--- src/rtl/dda_pkg.sv ---
// Shared types and constants for the DDA line point generator.
// No dependencies; every other RTL file imports this package.
`default_nettype none

package dda_pkg;

	localparam int COORD_BITS_DEF = 12;
	localparam int FRAC_BITS_DEF  = 16;
	localparam int CFG_IDX_BITS   = 2;

	typedef enum logic [CFG_IDX_BITS-1:0] {
		CFG_START_X = 2'd0,
		CFG_START_Y = 2'd1,
		CFG_END_X   = 2'd2,
		CFG_END_Y   = 2'd3
	} cfg_reg_t;

	// Commands from the controller to the datapath
	typedef struct packed {
		logic setup;     // latch deltas, step count and start point
		logic div_step;  // one restoring division step on both axes
		logic div_first; // first step: integer quotient bit, no shift
		logic finish;    // sign the quotients into the increments
		logic advance;   // step the accumulators and load the output word
	} dp_cmd_t;

	typedef struct packed {
		logic active;    // steps remain on the current line
	} dp_status_t;

endpackage

`default_nettype wire

--- src/rtl/dda_if.sv ---
// Valid/ready channel interfaces: input item, output point and config write.
// Depends on dda_pkg for the register index width and the default widths.
`default_nettype none

interface dda_item_if;
	logic valid;
	logic ready;
	logic advance;

	modport source (output valid, output advance, input ready);
	modport sink (input valid, input advance, output ready);
endinterface

interface dda_point_if
	import dda_pkg::*;
#(
	parameter int ACC_BITS = COORD_BITS_DEF + FRAC_BITS_DEF
);
	logic                       valid;
	logic                       ready;
	logic signed [ACC_BITS-1:0] point_x;
	logic signed [ACC_BITS-1:0] point_y;
	logic                       last_point;

	modport source (output valid, output point_x, output point_y, output last_point,
		input ready);
	modport sink (input valid, input point_x, input point_y, input last_point,
		output ready);
endinterface

interface dda_cfg_if
	import dda_pkg::*;
#(
	parameter int COORD_BITS = COORD_BITS_DEF
);
	logic                         valid;
	logic                         ready;
	logic [CFG_IDX_BITS-1:0]      index;
	logic signed [COORD_BITS-1:0] data;

	modport source (output valid, output index, output data, input ready);
	modport sink (input valid, input index, input data, output ready);
endinterface

`default_nettype wire

--- src/rtl/dda_ctrl.sv ---
// Controller for the DDA line point generator: handshakes, division sequencing,
// output word valid. Depends on dda_pkg; drives dda_dp through dp_cmd_t.
`default_nettype none

module dda_ctrl
	import dda_pkg::*;
#(
	parameter int FRAC_BITS = FRAC_BITS_DEF
) (
	input  wire logic       clk,
	input  wire logic       arst_n,
	input  wire logic       item_valid,
	output logic            item_ready,
	input  wire logic       item_advance,
	output logic            point_valid,
	input  wire logic       point_ready,
	output dp_cmd_t         cmd,
	input  wire dp_status_t status
);

	localparam int CNT_BITS = $clog2(FRAC_BITS + 2);

	typedef enum logic [2:0] {
		S_IDLE = 3'b001,
		S_DIV  = 3'b010,
		S_FIN  = 3'b100
	} state_t;

	state_t              state_q, state_d;
	logic [CNT_BITS-1:0] cnt_q, cnt_d;
	logic                out_valid_q;
	logic                accept;

	assign item_ready  = (state_q == S_IDLE) && (!out_valid_q || point_ready);
	assign accept      = item_valid && item_ready;
	assign point_valid = out_valid_q;

	always_comb begin
		state_d = state_q;
		cnt_d   = cnt_q;
		cmd     = '0;
		unique case (state_q)
			S_IDLE: begin
				if (accept) begin
					if (!item_advance) begin
						cmd.setup = 1'b1;
						cnt_d     = '0;
						state_d   = S_DIV;
					end else if (status.active) begin
						cmd.advance = 1'b1;
					end
				end
			end
			S_DIV: begin
				// one integer bit then FRAC_BITS fraction bits
				cmd.div_step  = 1'b1;
				cmd.div_first = (cnt_q == '0);
				cnt_d         = cnt_q + 1'b1;
				if (cnt_q == CNT_BITS'(FRAC_BITS)) begin
					state_d = S_FIN;
				end
			end
			S_FIN: begin
				cmd.finish = 1'b1;
				state_d    = S_IDLE;
			end
			default: begin
				state_d = S_IDLE;
			end
		endcase
	end

	always_ff @(posedge clk or negedge arst_n) begin
		if (!arst_n) begin
			state_q     <= S_IDLE;
			cnt_q       <= '0;
			out_valid_q <= 1'b0;
		end else begin
			state_q <= state_d;
			cnt_q   <= cnt_d;
			if (cmd.advance) begin
				out_valid_q <= 1'b1;
			end else if (point_ready) begin
				out_valid_q <= 1'b0;
			end
		end
	end

endmodule

`default_nettype wire

--- src/rtl/dda_dp.sv ---
// Datapath for the DDA line point generator: endpoint registers, step count,
// two restoring dividers, accumulators and output word. Depends on dda_pkg.
`default_nettype none

module dda_dp
	import dda_pkg::*;
#(
	parameter int COORD_BITS = COORD_BITS_DEF,
	parameter int FRAC_BITS  = FRAC_BITS_DEF
) (
	input  wire logic                               clk,
	input  wire logic                               arst_n,
	input  wire logic                               cfg_we,
	input  wire logic [CFG_IDX_BITS-1:0]            cfg_index,
	input  wire logic signed [COORD_BITS-1:0]       cfg_data,
	input  wire dp_cmd_t                            cmd,
	output dp_status_t                              status,
	output logic signed [COORD_BITS+FRAC_BITS-1:0]  point_x,
	output logic signed [COORD_BITS+FRAC_BITS-1:0]  point_y,
	output logic                                    last_point
);

	localparam int ACC_BITS  = COORD_BITS + FRAC_BITS;
	localparam int INC_BITS  = FRAC_BITS + 2;
	localparam int STEP_BITS = COORD_BITS + 1;
	localparam int QUO_BITS  = FRAC_BITS + 1;

	logic signed [COORD_BITS-1:0] start_x_q, start_y_q, end_x_q, end_y_q;
	logic signed [ACC_BITS-1:0]   acc_x_q, acc_y_q;
	logic signed [INC_BITS-1:0]   inc_x_q, inc_y_q;
	logic [STEP_BITS-1:0]         steps_left_q;
	logic [STEP_BITS-1:0]         steps_q;
	logic [STEP_BITS-1:0]         rem_x_q, rem_y_q;
	logic [QUO_BITS-1:0]          quo_x_q, quo_y_q;
	logic                         neg_x_q, neg_y_q;
	logic signed [ACC_BITS-1:0]   point_x_q, point_y_q;
	logic                         last_q;

	logic signed [STEP_BITS-1:0]  dx, dy;
	logic [STEP_BITS-1:0]         mag_x, mag_y, steps;
	logic [STEP_BITS-1:0]         trial_x, trial_y, rem_x_d, rem_y_d;
	logic                         ge_x, ge_y;
	logic signed [ACC_BITS-1:0]   sum_x, sum_y;

	// deltas, magnitudes and the step count
	assign dx    = {end_x_q[COORD_BITS-1], end_x_q} - {start_x_q[COORD_BITS-1], start_x_q};
	assign dy    = {end_y_q[COORD_BITS-1], end_y_q} - {start_y_q[COORD_BITS-1], start_y_q};
	assign mag_x = dx[STEP_BITS-1] ? STEP_BITS'(-dx) : STEP_BITS'(dx);
	assign mag_y = dy[STEP_BITS-1] ? STEP_BITS'(-dy) : STEP_BITS'(dy);
	assign steps = (mag_x > mag_y) ? mag_x : mag_y;

	// restoring division; the remainder stays below steps, so the shift fits
	assign trial_x = cmd.div_first ? rem_x_q : {rem_x_q[STEP_BITS-2:0], 1'b0};
	assign trial_y = cmd.div_first ? rem_y_q : {rem_y_q[STEP_BITS-2:0], 1'b0};
	assign ge_x    = trial_x >= steps_q;
	assign ge_y    = trial_y >= steps_q;
	assign rem_x_d = ge_x ? trial_x - steps_q : trial_x;
	assign rem_y_d = ge_y ? trial_y - steps_q : trial_y;

	assign sum_x = acc_x_q + {{(ACC_BITS-INC_BITS){inc_x_q[INC_BITS-1]}}, inc_x_q};
	assign sum_y = acc_y_q + {{(ACC_BITS-INC_BITS){inc_y_q[INC_BITS-1]}}, inc_y_q};

	always_ff @(posedge clk or negedge arst_n) begin
		if (!arst_n) begin
			start_x_q    <= '0;
			start_y_q    <= '0;
			end_x_q      <= '0;
			end_y_q      <= '0;
			acc_x_q      <= '0;
			acc_y_q      <= '0;
			inc_x_q      <= '0;
			inc_y_q      <= '0;
			steps_left_q <= '0;
		end else begin
			if (cfg_we) begin
				unique case (cfg_reg_t'(cfg_index))
					CFG_START_X: start_x_q <= cfg_data;
					CFG_START_Y: start_y_q <= cfg_data;
					CFG_END_X:   end_x_q   <= cfg_data;
					CFG_END_Y:   end_y_q   <= cfg_data;
					default: ;
				endcase
			end
			if (cmd.setup) begin
				acc_x_q <= {start_x_q, {FRAC_BITS{1'b0}}};
				acc_y_q <= {start_y_q, {FRAC_BITS{1'b0}}};
			end else if (cmd.advance) begin
				acc_x_q      <= sum_x;
				acc_y_q      <= sum_y;
				steps_left_q <= steps_left_q - 1'b1;
			end
			if (cmd.finish) begin
				// zero-length line: no increments, no active steps
				if (steps_q == '0) begin
					inc_x_q <= '0;
					inc_y_q <= '0;
				end else begin
					inc_x_q <= neg_x_q ? -INC_BITS'({1'b0, quo_x_q}) : INC_BITS'({1'b0, quo_x_q});
					inc_y_q <= neg_y_q ? -INC_BITS'({1'b0, quo_y_q}) : INC_BITS'({1'b0, quo_y_q});
				end
				steps_left_q <= steps_q;
			end
		end
	end

	// division working registers and output word
	always_ff @(posedge clk) begin
		if (cmd.setup) begin
			rem_x_q <= mag_x;
			rem_y_q <= mag_y;
			neg_x_q <= dx[STEP_BITS-1];
			neg_y_q <= dy[STEP_BITS-1];
			steps_q <= steps;
			quo_x_q <= '0;
			quo_y_q <= '0;
		end else if (cmd.div_step) begin
			rem_x_q <= rem_x_d;
			rem_y_q <= rem_y_d;
			quo_x_q <= {quo_x_q[QUO_BITS-2:0], ge_x};
			quo_y_q <= {quo_y_q[QUO_BITS-2:0], ge_y};
		end
		if (cmd.advance) begin
			point_x_q <= sum_x;
			point_y_q <= sum_y;
			last_q    <= (steps_left_q == STEP_BITS'(1));
		end
	end

	assign status.active = (steps_left_q != '0);
	assign point_x       = point_x_q;
	assign point_y       = point_y_q;
	assign last_point    = last_q;

endmodule

`default_nettype wire

--- src/rtl/dda_line_point_generator_core.sv ---
// Top level of the DDA line point generator: controller plus datapath.
// Depends on dda_pkg, the channel interfaces in dda_if, dda_ctrl and dda_dp.
//
//   channel  dir  payload                          accepted when
//   item     in   advance                          item.valid && item.ready
//   point    out  point_x, point_y, last_point     point.valid && point.ready
//   cfg      in   index, data                      cfg.valid && cfg.ready
//
// Points stream at one per cycle while the output word is taken. A rewind
// latches the deltas, runs FRAC_BITS + 1 restoring division steps, then
// signs the increments.
// Reset (arst_n low) clears the endpoints, accumulators and step count.
// The item side stalls during a rewind and while a point waits and the point
// side does not take it. cfg is always ready.
`default_nettype none

module dda_line_point_generator_core
	import dda_pkg::*;
#(
	parameter int COORD_BITS = COORD_BITS_DEF,
	parameter int FRAC_BITS  = FRAC_BITS_DEF
) (
	input wire logic   clk,
	input wire logic   arst_n,
	dda_item_if.sink   item,
	dda_point_if.source point,
	dda_cfg_if.sink    cfg
);

	dp_cmd_t    cmd;
	dp_status_t status;

	assign cfg.ready = 1'b1;

	dda_ctrl #(
		.FRAC_BITS(FRAC_BITS)
	) u_ctrl (
		.clk         (clk),
		.arst_n      (arst_n),
		.item_valid  (item.valid),
		.item_ready  (item.ready),
		.item_advance(item.advance),
		.point_valid (point.valid),
		.point_ready (point.ready),
		.cmd         (cmd),
		.status      (status)
	);

	dda_dp #(
		.COORD_BITS(COORD_BITS),
		.FRAC_BITS (FRAC_BITS)
	) u_dp (
		.clk       (clk),
		.arst_n    (arst_n),
		.cfg_we    (cfg.valid),
		.cfg_index (cfg.index),
		.cfg_data  (cfg.data),
		.cmd       (cmd),
		.status    (status),
		.point_x   (point.point_x),
		.point_y   (point.point_y),
		.last_point(point.last_point)
	);

endmodule

`default_nettype wire
--- src/flat_wrapper.sv ---
// flat-port wrapper written by rule: the top's interface ports become plain ports
module dda_line_point_generator_core_flat import dda_pkg::*;
#(
	parameter int COORD_BITS = COORD_BITS_DEF,
	parameter int FRAC_BITS  = FRAC_BITS_DEF
)
  (clk, arst_n, item_valid, item_advance, item_ready, point_valid, point_point_x, point_point_y, point_last_point, point_ready, cfg_valid, cfg_index, cfg_data, cfg_ready);
  dda_item_if item_i ();
  dda_point_if point_i ();
  dda_cfg_if #(.COORD_BITS(COORD_BITS)) cfg_i ();
  input wire logic clk;
  input wire logic arst_n;
  input wire logic [$bits(item_i.valid)-1:0] item_valid;
  input wire logic [$bits(item_i.advance)-1:0] item_advance;
  output wire logic [$bits(item_i.ready)-1:0] item_ready;
  output wire logic [$bits(point_i.valid)-1:0] point_valid;
  output wire logic [$bits(point_i.point_x)-1:0] point_point_x;
  output wire logic [$bits(point_i.point_y)-1:0] point_point_y;
  output wire logic [$bits(point_i.last_point)-1:0] point_last_point;
  input wire logic [$bits(point_i.ready)-1:0] point_ready;
  input wire logic [$bits(cfg_i.valid)-1:0] cfg_valid;
  input wire logic [$bits(cfg_i.index)-1:0] cfg_index;
  input wire logic [$bits(cfg_i.data)-1:0] cfg_data;
  output wire logic [$bits(cfg_i.ready)-1:0] cfg_ready;
  assign item_i.valid = item_valid;
  assign item_i.advance = item_advance;
  assign item_ready = item_i.ready;
  assign point_valid = point_i.valid;
  assign point_point_x = point_i.point_x;
  assign point_point_y = point_i.point_y;
  assign point_last_point = point_i.last_point;
  assign point_i.ready = point_ready;
  assign cfg_i.valid = cfg_valid;
  assign cfg_i.index = cfg_index;
  assign cfg_i.data = cfg_data;
  assign cfg_ready = cfg_i.ready;
  dda_line_point_generator_core #(.COORD_BITS(COORD_BITS), .FRAC_BITS(FRAC_BITS)) u_core (.clk(clk), .arst_n(arst_n), .item(item_i), .point(point_i), .cfg(cfg_i));
endmodule
--- config.mk ---
export PLATFORM = sky130hd
export DESIGN_NAME = dda_line_point_generator_core_flat
export DESIGN_NICKNAME = d
export VERILOG_FILES = /design/src/rtl/dda_pkg.sv /design/src/rtl/dda_if.sv /design/src/rtl/dda_ctrl.sv /design/src/rtl/dda_dp.sv /design/src/rtl/dda_line_point_generator_core.sv /design/src/flat_wrapper.sv
export SDC_FILE = /design/constraint.sdc
export NUM_CORES = 1
export LEC_CHECK = 0
export ABC_AREA = 1
export BUFFER_PORTS_ARGS = -buffer_cell sky130_fd_sc_hd__clkbuf_2
export CELL_PAD_IN_SITES_DETAIL_PLACEMENT = 0
export CELL_PAD_IN_SITES_GLOBAL_PLACEMENT = 1
export CORE_AREA = 2 2 233 212
export CTS_CLUSTER_SIZE = 12
export DETAILED_ROUTE_END_ITERATION = 10
export DIE_AREA = 0 0 235 214
export PLACE_DENSITY = 0.66
export RECOVER_POWER = 25
export SYNTH_ARGS = -nofsm -noshare
export SYNTH_HDL_FRONTEND = slang
export SYNTH_SLANG_ARGS = --single-unit
--- constraint.sdc ---
create_clock -name clk -period 7.7 [get_ports clk]
set_input_delay 1.54 -clock clk [delete_from_list [all_inputs] [get_ports clk]]
set_output_delay 1.54 -clock clk [all_outputs]
set_load 0.01 [all_outputs]
==> qor.yml, run 1 <==
status:
  outcome: "finished, violations left"
  violations: "capacitance limit, slew limit"
run:
  maxCapViolations: 1
floorplan:
  start_util: 0.397
  die_h_um: 214
  die_x_um: 235
  coreArea_um2: 47600
  rows: 76
  boundaryPins: 80
  dieArea_um2: 50300
timing:
  max_freq_ghz: 0.228
  fin_skew_ns: 0.0140
  worstMarginPinSlew_ns: 2.14
  rsz0062_at_grt: "no"
  drv_slew: 39
  period_minus_slack_ns: 4.38
  finalHoldViolations: 0
  period_share: 0.569
  fin_setup_tns_ns: 0
  slew_headroom: -0.428
  setup_viol: 0
detailed_routing:
  dr_total_vias: 16500
  antenna_left: 0
  topRoutingLayerUsed: "met4"
  wl_met2_mm: 24.8
  wl_per_cell_um: 17.6
  drt_first_pass_iters: 6
  drc_errors: 0
  route.met3.wl_mm: 2.04
  via_per_inst: 5.16
  wl_met1_mm: 28.2
  wl_mm: 56.2
  drtIter0Drc: 1020
pwr:
  pwr-share-clk: 0.241
  vdd_drop_max_uv: 227
  p_int_w: 0.00400
  power.density_nw_per_um2: 331
  power.switching_w: 0.00297
  seqPwrFrac: 0.306
  power.total_w: 0.00697
  swShare: 0.426
  leakage_nw: 10.2
  p_comb_frac: 0.453
finish:
  diodes: 0
  nNetsFinal: 2690
  final_cells: 3191
  areaGrowthSynthToFinish_pct: 11.2
  design_area_um2: 21000
  nFillCells: 4904
  drive_gt1_frac: 0.0651
  postLayoutCoreUtil: 0.442
global_route:
  grt_max_degree: 100
  grt_remaining_overflow: 0
  grt_pass1_wl_mm: 88.8
  grt_pass1_vias: 15800
  grt.total_usage: 0.222
  antenna_found_initial: 0
clocking:
  cts_setup_buffers: 0
  cts.sinks: 294
  cts_inserted_buffers: 37
  clk_latency_ns: 0.55
  cts_tree: "yes"
  cts_buffer_depth: 3
  cts_root_buf: "clkbuf_16"
  h-tree-depth: 2
  cts_resized: 0
  clkTransAtPathRegs_ns: 0.06
  cts-hold-fix-buffers: 0
logic_synthesis:
  synth.distinct_cells: 53
  synth.net_count: 2619
  ys_seq_elements: 294
  synth_area_per_cell_um2: 7.67
  syn-cell-area_um2: 18900
  synthFlopType: "dfrtp_1"
  synth_edf_count: 98
  synth-async-reset-ratio: 0.551
  netlist_instances: 2468
  yosys_warnings: 0
  seq_area_frac_synth: 0.406
setup_path:
  critPathLaunchType: "flop"
  required_ns: 8.00
  end_kind: "flop"
  arrival_ns: 4.68
  criticalPathCategory: "flop to flop"
  cp_max_fo: 27
place:
  placed_cell_area_um2: 19900
  routabilityCongestion: 0.900
  portBuffers: 78
  hpwlAfterDp_mm: 42.3
  post-place-cells: 3124
min_path:
  hold_class: "flop to flop"
flip-flops by register name (all words and copies together), names as in the netlist, 3 cells and up:
| name | cells |
|---|---|
| u_core.u_dp.acc_x_q | 28 |
| u_core.u_dp.acc_y_q | 28 |
| u_core.u_dp.point_x | 28 |
| u_core.u_dp.point_y | 28 |
| u_core.u_dp.inc_x_q | 18 |
| u_core.u_dp.inc_y_q | 18 |
| u_core.u_dp.quo_x_q | 17 |
| u_core.u_dp.quo_y_q | 17 |
| u_core.u_dp.rem_x_q | 13 |
| u_core.u_dp.rem_y_q | 13 |
| u_core.u_dp.steps_left_q | 13 |
| u_core.u_dp.steps_q | 13 |
| u_core.u_dp.end_x_q | 12 |
| u_core.u_dp.end_y_q | 12 |
| u_core.u_dp.start_x_q | 12 |
| u_core.u_dp.start_y_q | 12 |
| u_core.u_ctrl.cnt_q | 5 |
| u_core.u_ctrl.state_q | 3 |
path summary, 6_finish.rpt:
check	startpoint	to	slack, ns	depth (start not counted)
min reg2reg	u_core.u_dp.end_x_q[0]	u_core.u_dp.end_x_q[0]	0.49	2
min	u_core.u_dp.end_x_q[0]	u_core.u_dp.end_x_q[0]	0.49	2
max in group asynchronous	arst_n	u_core.u_dp.end_x_q[7]	5.14	2
max reg2reg	u_core.u_ctrl.cnt_q[0]	u_core.u_dp.rem_y_q[10]	3.32	18
min in group asynchronous	arst_n	u_core.u_dp.acc_y_q[5]	1.09	1
max	u_core.u_ctrl.cnt_q[0]	u_core.u_dp.rem_y_q[10]	3.32	18
cells by family after synthesis:
group                    count (synthesis)  share of synthesized area
buffers and inverters                  350                     0.0732
AND/OR/NAND/NOR                       1157                      0.256
flip-flops                             294                      0.406
adder cells (fa/ha/maj)                131                     0.0890
multiplexers                             7                    0.00370
AO/OA/AOI/OAI                          436                      0.129
other                                    1                   0.000198
XOR/XNOR                                92                     0.0434
stage by stage:
| step | worst slack, ns | hold WS, ns |
|---|---|---|
| final | 3.32 | 0.486 |
| after floorplan | 4.11 | 0.453 |
| after detailed placement | 3.32 | 0.476 |
| after global routing | 2.83 | 0.506 |
| after global placement | 3.37 | 0.472 |
| after CTS | 3.29 | 0.489 |
power groups by stage:
stage                     registers (W)  clock network [W]  logic [W]
after floorplan                 0.00209                  0    0.00235
after global placement          0.00216                  0    0.00315
after detailed placement        0.00216                  0    0.00316
after CTS                       0.00213            0.00172    0.00318
after global routing            0.00216            0.00179    0.00362
final                           0.00213            0.00168    0.00316
synthesized netlist by cell type, types with 15 or more instances:
cell,instances,area share
nand2_1,707,0.14
o21ai_0,180,0.048
a21oi_1,114,0.030
o21ai_1,22,0.0058
dfxtp_1,34,0.036
inv_1,284,0.056
nand3_1,157,0.042
ha_1,125,0.083
nor3_1,35,0.0093
xor2_1,64,0.030
edfxtp_1,98,0.16
nor2_1,184,0.036
nand3b_1,17,0.0067
xnor2_1,26,0.012
buf_2,24,0.0063
o211ai_1,15,0.0059
o22ai_1,39,0.013
dfrtp_1,161,0.21
nand4_1,24,0.0079
clkbuf_1,24,0.0048
layout by cell type, fill, tap and decap left out, types with 6 or more instances in the layout:
cell       Yosys  routed
nand2_1      707     708
clkbuf_1      24      12
a22oi_1       12      12
a31oi_1       10      10
a21oi_1      114     114
o21ai_0      180     182
o211ai_1      15      15
and2_1         8       8
mux2i_1        7       7
fa_1           6       6
buf_4          7       9
o21ai_1       22      20
nand3_1      157     157
nand3b_1      17      17
ha_1         125     125
or2_2          6       6
clkinv_1       0       6
o21bai_1       9       9
dfrtp_1      161     161
xor2_1        64      64
clkbuf_16      0      39
nor2_1       184     186
a22o_1        10      10
nand4_1       24      24
clkbuf_2       0      75
nor3_1        35      36
o22ai_1       39      39
o21a_1         6       6
dfxtp_1       34      34
inv_1        284     284
clkinv_2       0       8
edfxtp_1      98      98
xnor2_1       26      26
worst max-delay path, stage by stage (launching register included):
cell and delay, ns:
dfrtp_1 0.42, inv_1 0.08, ha_1 0.17, nand2_1 0.09
nor4_4 0.24, buf_4 0.38, inv_2 0.30, nand2_1 0.13
nand2_1 0.08, ha_1 0.33, a21oi_1 0.19, o21ai_1 0.16
nand2_1 0.09, nand2_1 0.10, nand4_1 0.10, nand3_1 0.64
or2_0 0.46, nand3_1 0.09, nand2_1 0.06
routing by layer:
metal,global-route usage,up-vias
li1,-,8339
met1,0.322,7748
met2,0.348,300
met3,0.0316,65
met4,0.0538,0
met5,0,-
cell type report:
type	count	area (µm²)	share of cell area
well taps	624	781	0.0371
flip-flops and latches	294	7680	0.365
multi-input cells	1824	9850	0.468
clock buffers	50	1070	0.0507
inverters	291	1090	0.0520
repair buffers	91	477	0.0226
clock inverters	17	98.8	0.00470
Note: power is estimated with default switching activity, not from simulation.
==> run 2: changes to the inputs <==
--- a/config.mk
+++ b/config.mk
@@ -13,7 +13,7 @@
 export CTS_CLUSTER_SIZE = 12
 export DETAILED_ROUTE_END_ITERATION = 10
 export DIE_AREA = 0 0 235 214
-export PLACE_DENSITY = 0.66
+export PLACE_DENSITY = 0.69
 export RECOVER_POWER = 25
 export SYNTH_ARGS = -nofsm -noshare
 export SYNTH_HDL_FRONTEND = slang
==> constraint.sdc (replaced) <==
create_clock -name clk -period 4 [get_ports clk]
set_input_delay 0.8 -clock clk [delete_from_list [all_inputs] [get_ports clk]]
set_output_delay 0.8 -clock clk [all_outputs]
set_load 0.01 [all_outputs]
==> qor.yml, run 2 (synthesis gave the netlist of run 1 again) <==
timing:
  max_freq_ghz: 0.265
  period_share: 0.943
  drv_slew: 64
  period_minus_slack_ns: 3.77
  slew_headroom: -1.10
  worstMarginPinSlew_ns: 3.14
  fin_skew_ns: 0.0227
  finalHoldViolations: 0
  setup_viol: 0
  fin_ws_ns: 0.228
place:
  placed_cell_area_um2: 20100
  post-place-ws_ns: -0.0330
  routabilityCongestion: 0.876
  portBuffers: 78
  hpwlAfterDp_mm: 41.3
detailed_routing:
  antenna_left: 0
  drtIter0Drc: 1181
  dr_total_vias: 16700
  wl_mm: 54.5
  via_per_inst: 5.18
  drt_first_pass_iters: 7
  drc_errors: 0
  wl_per_cell_um: 16.9
floorplan:
  start_util: 0.397
  dieArea_um2: 50300
  die_x_um: 235
  coreArea_um2: 47600
  rows: 76
  die_h_um: 214
  boundaryPins: 80
pwr:
  vdd_drop_max_uv: 523
  leakage_nw: 10.4
  power.density_nw_per_um2: 654
global_route:
  grt_remaining_overflow: 0
  antenna_found_initial: 0
  grt_pass1_wl_mm: 86.8
  grt_max_degree: 65
  grt.total_usage: 0.214
  grt_pass1_vias: 15900
setup_path:
  rr_worst_depth: 21
  arrival_ns: 4.06
  end_kind: "flop"
  cp_max_fo: 6
  critPathMaxStageDelay_ns: 0.61
  path_buf_inv: 5
  path_cells: "ha_2 -> fa_2 -> ha_1 -> inv_1 -> nor2_1 -> nand3_1 -> nor2_1 -> inv_1 -> nand2_1 -> xor2_1 -> inv_1 -> ha_1 -> nand2_1 -> inv_1 -> o21ai_0 -> nand2_1 -> nand2_1 -> a31oi_4 -> buf_4 -> nand2_1 -> o21ai_0"
  critPathLaunchType: "flop"
  cp.depth: 21
  required_ns: 4.29
  criticalPathCategory: "flop to flop"
  slowest_stage: "fa_2"
  crit_family: "adder cells"
  crit_top_cell: "nand2_1"
finish:
  final_common_cell: "nand2_1"
  drive_gt1_frac: 0.0882
  diodes: 0
  design_area_um2: 21500
  nFillCells: 4885
  final_cell_mix: "701 x nand2_1, 282 x inv_1, 181 x nor2_1, 179 x o21ai_0, 161 x dfrtp_1"
  nNetsFinal: 2718
  areaGrowthSynthToFinish_pct: 13.5
clocking:
  cts_buffer_depth: 3
  cts.sinks: 294
  cts-hold-fix-buffers: 0
  clkTransAtPathRegs_ns: 0.06
  cts_inserted_buffers: 36
  clk_latency_ns: 0.56
  cts_root_buf: "clkbuf_16"
  cts_tree: "yes"
  h-tree-depth: 2
status:
  violations: "capacitance limit, slew limit"
  outcome: "finished, violations left"
min_path:
  hold_class: "input port to flop"
  hold_depth: 2
run:
  maxCapViolations: 1
-- run 2: cell types whose count changed in the layout (fill, tap and decap cells not counted), sizes merged --
cell	change
clkbuf	-6
clkdlybuf4s15	+1
clkinv	-5
inv	+5
buf	+29
nand2	+1
bufinv	+4
clkinvlp	-1
-- run 2: final timing paths --
path	startpoint	to	slack, ns
min in group asynchronous	arst_n	u_core.u_dp.acc_y_q[10]	1.36
hold reg to reg	u_core.u_dp.inc_x_q[8]	u_core.u_dp.inc_x_q[8]	0.49
max in group asynchronous	arst_n	u_core.u_dp.acc_x_q[24]	0.62
setup reg to reg	u_core.u_dp.start_x_q[0]	u_core.u_dp.steps_q[2]	0.23
hold / removal	point_ready	u_core.u_ctrl.point_valid	0.46
setup / recovery	u_core.u_dp.start_x_q[0]	u_core.u_dp.steps_q[2]	0.23
-- run 2: cell type report --
| cell class | instances | area, µm² | area share |
|---|---|---|---|
| clock inverter | 20 | 211 | 0.00984 |
| timing repair buffer | 119 | 752 | 0.0350 |
| tap | 624 | 781 | 0.0363 |
| sequential | 294 | 7680 | 0.357 |
| clock buffer | 46 | 970 | 0.0451 |
| multi-input combinational | 1825 | 10000 | 0.465 |
| inverter | 291 | 1100 | 0.0511 |
-- run 2: stage by stage --
stage,cells,hold WS (ns),setup TNS [ns],util,power (W)
3_3_place_gp,3144,0.469,0,0.422,0.0103
5_1_grt,3219,0.467,-0.0899,0.451,0.0152
6_report,3219,0.459,0,0.451,0.0141
3_5_place_dp,3144,0.480,-0.0740,0.422,0.0104
2_1_floorplan,2468,0.453,0,-,0.00855
4_1_cts,3210,0.252,0,0.447,0.0138
-- run 2: worst reg2reg max path: cells and delay by family, from the launching register on --
kind | cells | cell delay, ns
compound gates | 3 | 0.33
xor+xnor | 1 | 0.23
flops | 1 | 0.40
fa+ha+maj | 4 | 1.32
simple gates | 8 | 0.83
buf+inv | 5 | 0.41
-- run 2: metal layers --
metal,up-vias,part of all wire,global-route usage,routed length [µm]
li1,8409,-,-,-
met1,7912,0.50,0.313,27400
met4,0,0.019,0.0538,1060
met3,67,0.039,0.0262,2120
met2,290,0.44,0.335,24000
met5,-,0,0,0
-- run 2: timing repair --
item | 4_1_cts | 5_1_grt
hold endpoints to repair | 0 | 0
pin swaps | 0 | 6
gates cloned | 0 | 1
setup buffers | 0 | 8
endpoints found under the setup margin | 9 | 15
gates resized for setup | 2 | 30
-- run 2: power breakdown --
part / total [W] / internal, W / switching, W
Clock: 0.00336 / 0.00198 / 0.00138
Combinational: 0.00662 / 0.00240 / 0.00421
Sequential: 0.00408 / 0.00377 / 0.000310
